==> config.mk <==
export PLATFORM = sky130hd
export DESIGN_NAME = obsm_chunk_unit
export DESIGN_NICKNAME = d
export VERILOG_FILES = /design/src/sv/obsm_pkg.sv /design/src/sv/obsm_chunk_unit.sv
export SDC_FILE = /design/constraint.sdc
export NUM_CORES = 1
export LEC_CHECK = 0
export ABC_CLOCK_PERIOD_IN_PS = 5300
export BUFFER_PORTS_ARGS = -buffer_cell sky130_fd_sc_hd__buf_2
export CAP_MARGIN = 10
export CORE_MARGIN = 2
export CORE_UTILIZATION = 30
export DETAILED_ROUTE_END_ITERATION = 8
export PLACE_DENSITY_LB_ADDON = 0.1
export SLEW_MARGIN = 20
export SYNTH_ARGS = -nofsm -noshare
export SYNTH_HDL_FRONTEND = slang
export SYNTH_SLANG_ARGS = --single-unit
==> constraint.sdc <==
create_clock -name vclk -period 5.3
set_input_delay 0 -clock vclk [all_inputs]
set_output_delay 0 -clock vclk [all_outputs]
set_load 0.02 [all_outputs]
==> src/sv/obsm_pkg.sv <==
`timescale 1ns / 1ps
// obsm_pkg: shared types and codes of the ofdm bit-to-subcarrier mapper
// no dependencies

package obsm_pkg;

   // command codes of an input item
   localparam logic [1:0] CMD_DATA  = 2'd0;
   localparam logic [1:0] CMD_CONST = 2'd1;
   localparam logic [1:0] CMD_MAP   = 2'd2;

   // configuration register indexes
   localparam logic CSR_BITS_PER_SYMBOL = 1'b0;
   localparam logic CSR_OCCUPIED_COUNT  = 1'b1;

   localparam int BYTE_BITS = 8;

   typedef enum logic [1:0] {
      ST_IDLE,
      ST_ISSUE,
      ST_SEND
   } seq_state_type;

   // one step of the chunk extractor
   typedef struct packed {
      logic [7:0] chunk;
      logic [3:0] off_next;
      logic       more;
      logic [7:0] res_bits;
      logic [3:0] res_miss;
   } chunk_step_type;

endpackage

==> src/sv/obsm_chunk_unit.sv <==
`timescale 1ns / 1ps
// obsm_chunk_unit: shared shift/mask unit, cuts one chunk off the current byte
// depends on obsm_pkg

module obsm_chunk_unit (
   input  logic [7:0]              byte_val,
   input  logic [3:0]              offset,
   input  logic [3:0]              nbits,
   input  logic                    join_res,
   input  logic [7:0]              res_bits,
   input  logic [3:0]              res_miss,
   output obsm_pkg::chunk_step_type step
);
   import obsm_pkg::*;

   logic [2:0]  miss;
   logic [3:0]  shift;
   logic [7:0]  miss_mask;
   logic [7:0]  n_mask;
   logic [15:0] joined;
   logic [3:0]  off_next;
   logic [3:0]  remain;
   logic [7:0]  rem_mask;

   always_comb begin
      miss      = (res_miss > 4'd7) ? 3'd7 : res_miss[2:0];
      shift     = (nbits > {1'b0, miss}) ? nbits - {1'b0, miss} : 4'd0;
      miss_mask = 8'((9'd1 << miss) - 9'd1);
      n_mask    = 8'((9'd1 << nbits) - 9'd1);
      joined    = {8'd0, res_bits} | ({8'd0, byte_val & miss_mask} << shift);

      if (join_res) begin
         step.chunk = joined[7:0];
         off_next   = {1'b0, miss};
      end else begin
         step.chunk = (byte_val >> offset) & n_mask;
         off_next   = offset + nbits;
      end

      remain        = 4'(BYTE_BITS) - off_next;
      rem_mask      = 8'((9'd1 << remain) - 9'd1);
      step.off_next = off_next;
      step.more     = (remain >= nbits);
      step.res_bits = (byte_val >> off_next) & rem_mask;
      step.res_miss = (remain == 4'd0) ? 4'd0 : nbits - remain;
   end

endmodule

* After elaboration in Yosys (flattened, before gate mapping)
Index checks and enable logic that the tools add are counted.
** Operators by class
- Reductions and logical operators :: 1
- Muxes and demuxes :: 5
- Bitwise operators :: 4
- Shifts and indexed selects :: 6
- Magnitude comparators :: 3
- Add/sub/neg operators :: 7
** Operators by type and width (number)
- 8-bit bitwise AND :: 3
- 8-bit by 1-bit subtractor with 8-bit output, second input constant :: 3
- 1-bit by 4-bit << shifter with 8-bit output, first input constant :: 2
- 8-bit by 4-bit >> shifter with 8-bit output :: 2
- 4-bit two-way mux :: 3
- 8-bit two-way mux :: 1
- 8-bit OR :: 1
- 1-bit by 3-bit << shifter with 8-bit output, first input constant :: 1
- 8-bit by 4-bit << shifter with 8-bit output :: 1
- 4-bit adder :: 1
- 4-bit >= comparator :: 1
- 4-bit by 3-bit greater-than comparator with 1-bit output :: 1
- 4-bit by 3-bit greater-than comparator with 1-bit output, second input constant :: 1
- 4-bit zero test :: 1
- 4-bit by 3-bit subtractor with 4-bit output :: 1
- 4-bit subtractor :: 1
- 4-bit subtractor, first input constant :: 1
- 3-bit two-way mux :: 1
** Storage, ports and cells
- Bits of input ports :: 29
- Logic and storage cells :: 26
- Flip-flop bits (word level) :: 0
- Output and inout bits :: 25

* Logic depth before layout (Yosys ltp)
- Depth after elaboration :: 8
- Gate-level depth with buffers :: 15
- Mapped depth without buffers :: 14

* Worst setup path after synthesis
OpenSTA, ideal clock, no wires.
- Path kind :: input port to output port
- From :: input port offset[1]
- To :: output port step[6] (netlist bit)
- Slack :: 2.087 ns
- Data arrival time :: 3.213 ns
- Path buffers :: 2
- Data required time :: 5.300 ns
- Stages on the path :: 14
- Path through :: clkbuf_1 inv_1 fa_1 nand2b_1 and2_1 buf_4 inv_6 ha_1 xnor2_2 inv_2 nand3_1 ha_1 or4_1 a21oi_1
** RTL lines
- from (decl) :: line obsm_chunk_unit.sv:7 : input logic [3:0] offset,
- to (decl) :: line obsm_chunk_unit.sv:12 : output obsm_pkg::chunk_step_type step

==> impl_metrics.env <==
export IMPL_start_util=0.3118
export IMPL_hold_path_class="input pin to primary output"
export IMPL_arrival_ns=3.51
export IMPL_mostFrequentLayoutCell="buf_2"
export IMPL_max_slew_worst_pin_slew_ns=1.051
export IMPL_leakagePower_nw=0.9577
export IMPL_synth_nets=312
export IMPL_ios=54
export IMPL_gp_congestion=0.8906
export IMPL_setup_ws_ns=1.789
export IMPL_synth_warning_count=0
export IMPL_power_density_nw_per_um2=169.6
export IMPL_period_needed_ns=3.511
export IMPL_cp_num_buf_inv=5
export IMPL_max_stage_delay_ns=0.52
export IMPL_cp_end_kind="primary output"
export IMPL_ir_drop_v=0.0001366
export IMPL_drc=0
export IMPL_die_h_um=82.67
export IMPL_crit_required_ns=5.30
export IMPL_synthCells=263
export IMPL_final_max_slew_viol_count=0
export IMPL_crit_type="input pin to primary output"
export IMPL_tns_ns=0
export IMPL_antenna_found_initial=0
export IMPL_drt_iter0_drc=100
export IMPL_vias_per_cell=5.534
export IMPL_setup_viol=0
export IMPL_crit_fanout=11
export IMPL_drive_above_1_share=0.2361
export IMPL_startpoint_type="input pin"
export IMPL_syn2layout_area_growth_pct=15.84
export IMPL_fmax_mhz=284.8
export IMPL_post_cts_resized=0
export IMPL_critical_path_top_delay_family="adder cells"
export IMPL_synth_avg_cell_area_um2=7.060
export IMPL_hold_viol=0
export IMPL_rows=28
export IMPL_overflow=0
export IMPL_worst_path_stages=15
export IMPL_final_nets=356
export IMPL_status="completed"
export IMPL_ant_nets=0
export IMPL_layout_common_cells="buf_2 (54), a21oi_1 (26), nor2_1 (19)"
export IMPL_slew_headroom=0.2990
export IMPL_critPathSlowestCell="or4_1"
export IMPL_clkbuf_count=0
export IMPL_vias=2103
export IMPL_grt_pass1_vias=1935
export IMPL_pre_cts_slack_ns=1.795
export IMPL_yosysSeqAreaShare=0
export IMPL_grt_usage=0.1858
export IMPL_wl_per_cell_um=16.88
export IMPL_grt_max_degree=23
export IMPL_die_area_um2=6834
export IMPL_ff_latch_area_um2=0
export IMPL_nFlopsAndLatches=0
export IMPL_ys_types=58
export IMPL_portBuffers=54
export IMPL_hold_ws_ns=0.3515
export IMPL_rsz0062_at_grt="no"
export IMPL_timing_max_cap_violations=0
export IMPL_path_cells="buf_2, ha_1, inv_1, fa_1, nand2b_1, and2_1, inv_6, ha_1, xnor2_2, inv_2, nand3_1, ha_1, or4_1, a21oi_1, buf_2"
export IMPL_diodes=0
export IMPL_dr_pass1_iters=4
export IMPL_path_common_cell="ha_1"
export IMPL_ctsHoldBuffers=0
export IMPL_grt_pass1_wl_um=9963
export IMPL_die_w_um=82.67
export IMPL_postRouteWirelength_um=6413
export IMPL_core_area_um2=5956
export IMPL_synth_area_um2=1857
export IMPL_post_dp_hpwl_um=5230
export IMPL_min_path_cells=4
export IMPL_postCtsSetupBuffers=0
export IMPL_period_share=0.6624
synth_stat cells, types with 3 or more instances:
cell,instances,share of area
nand4_1,3,0.010
or3_1,8,0.027
ha_1,17,0.11
clkbuf_1,4,0.0081
o211ai_1,3,0.012
inv_2,3,0.0061
mux2_2,4,0.024
inv_1,16,0.032
nor3_1,9,0.024
and2_1,3,0.010
nand2_1,16,0.032
nand2b_1,4,0.013
a211oi_1,4,0.016
xnor2_1,5,0.024
xor2_1,4,0.019
o21ai_0,16,0.043
nor2b_1,4,0.013
nand3_1,9,0.024
and3_1,3,0.010
or4_1,3,0.012
o311ai_0,3,0.014
a21oi_1,26,0.070
a31oi_1,7,0.024
buf_2,5,0.013
a32oi_1,4,0.019
mux2i_1,18,0.097
fa_1,3,0.032
nor2_1,19,0.038
stage by stage:
stage	area [µm²]	power, mW	util	instances
finish	2151	0.3648	0.3611	380
global route	2151	0.4021	0.3611	380
global placement	2151	0.3696	0.3611	380
CTS	2151	0.3667	0.3611	380
detailed placement	2151	0.3640	0.3611	380
floorplan	1857	0.2661	-	263
cell families (layout without fill, tap and decap cells):
| family | after synthesis | after routing | synth area share |
|---|---|---|---|
| mux | 25 | 25 | 0.1577 |
| fa+ha+maj | 20 | 20 | 0.1469 |
| buf+inv | 32 | 74 | 0.08086 |
| compound gates | 84 | 84 | 0.3005 |
| simple gates | 92 | 92 | 0.2628 |
| xor+xnor | 10 | 10 | 0.05121 |
metal layers:
metal	up-vias	wire (µm)	GRT usage
met2	52	3038	0.3266
met4	0	0	0.001639
met1	965	3086	0.2636
met5	-	0	0
met3	0	288	0.01196
li1	1086	-	-
power breakdown:
part / internal [mW] / leakage (nW) / switching (mW)
registers: 0 / 0 / 0
logic: 0.137 / 0.958 / 0.228
clock network: 0 / 0 / 0
total: 0.137 / 0.958 / 0.228
worst paths after layout:
path,from,end,slack (ns)
setup / recovery,offset[0],step[6],1.79
hold / removal,res_bits[3],step[20],0.35
cell type report:
class	count	area, µm²
Tap cell	75	93.84
Fill cell	698	3805
Timing Repair Buffer	54	270.3
Inverter	20	80.08
Multi-Input combinational cell	231	1707
No activity file was read; power rests on OpenSTA's default activity.
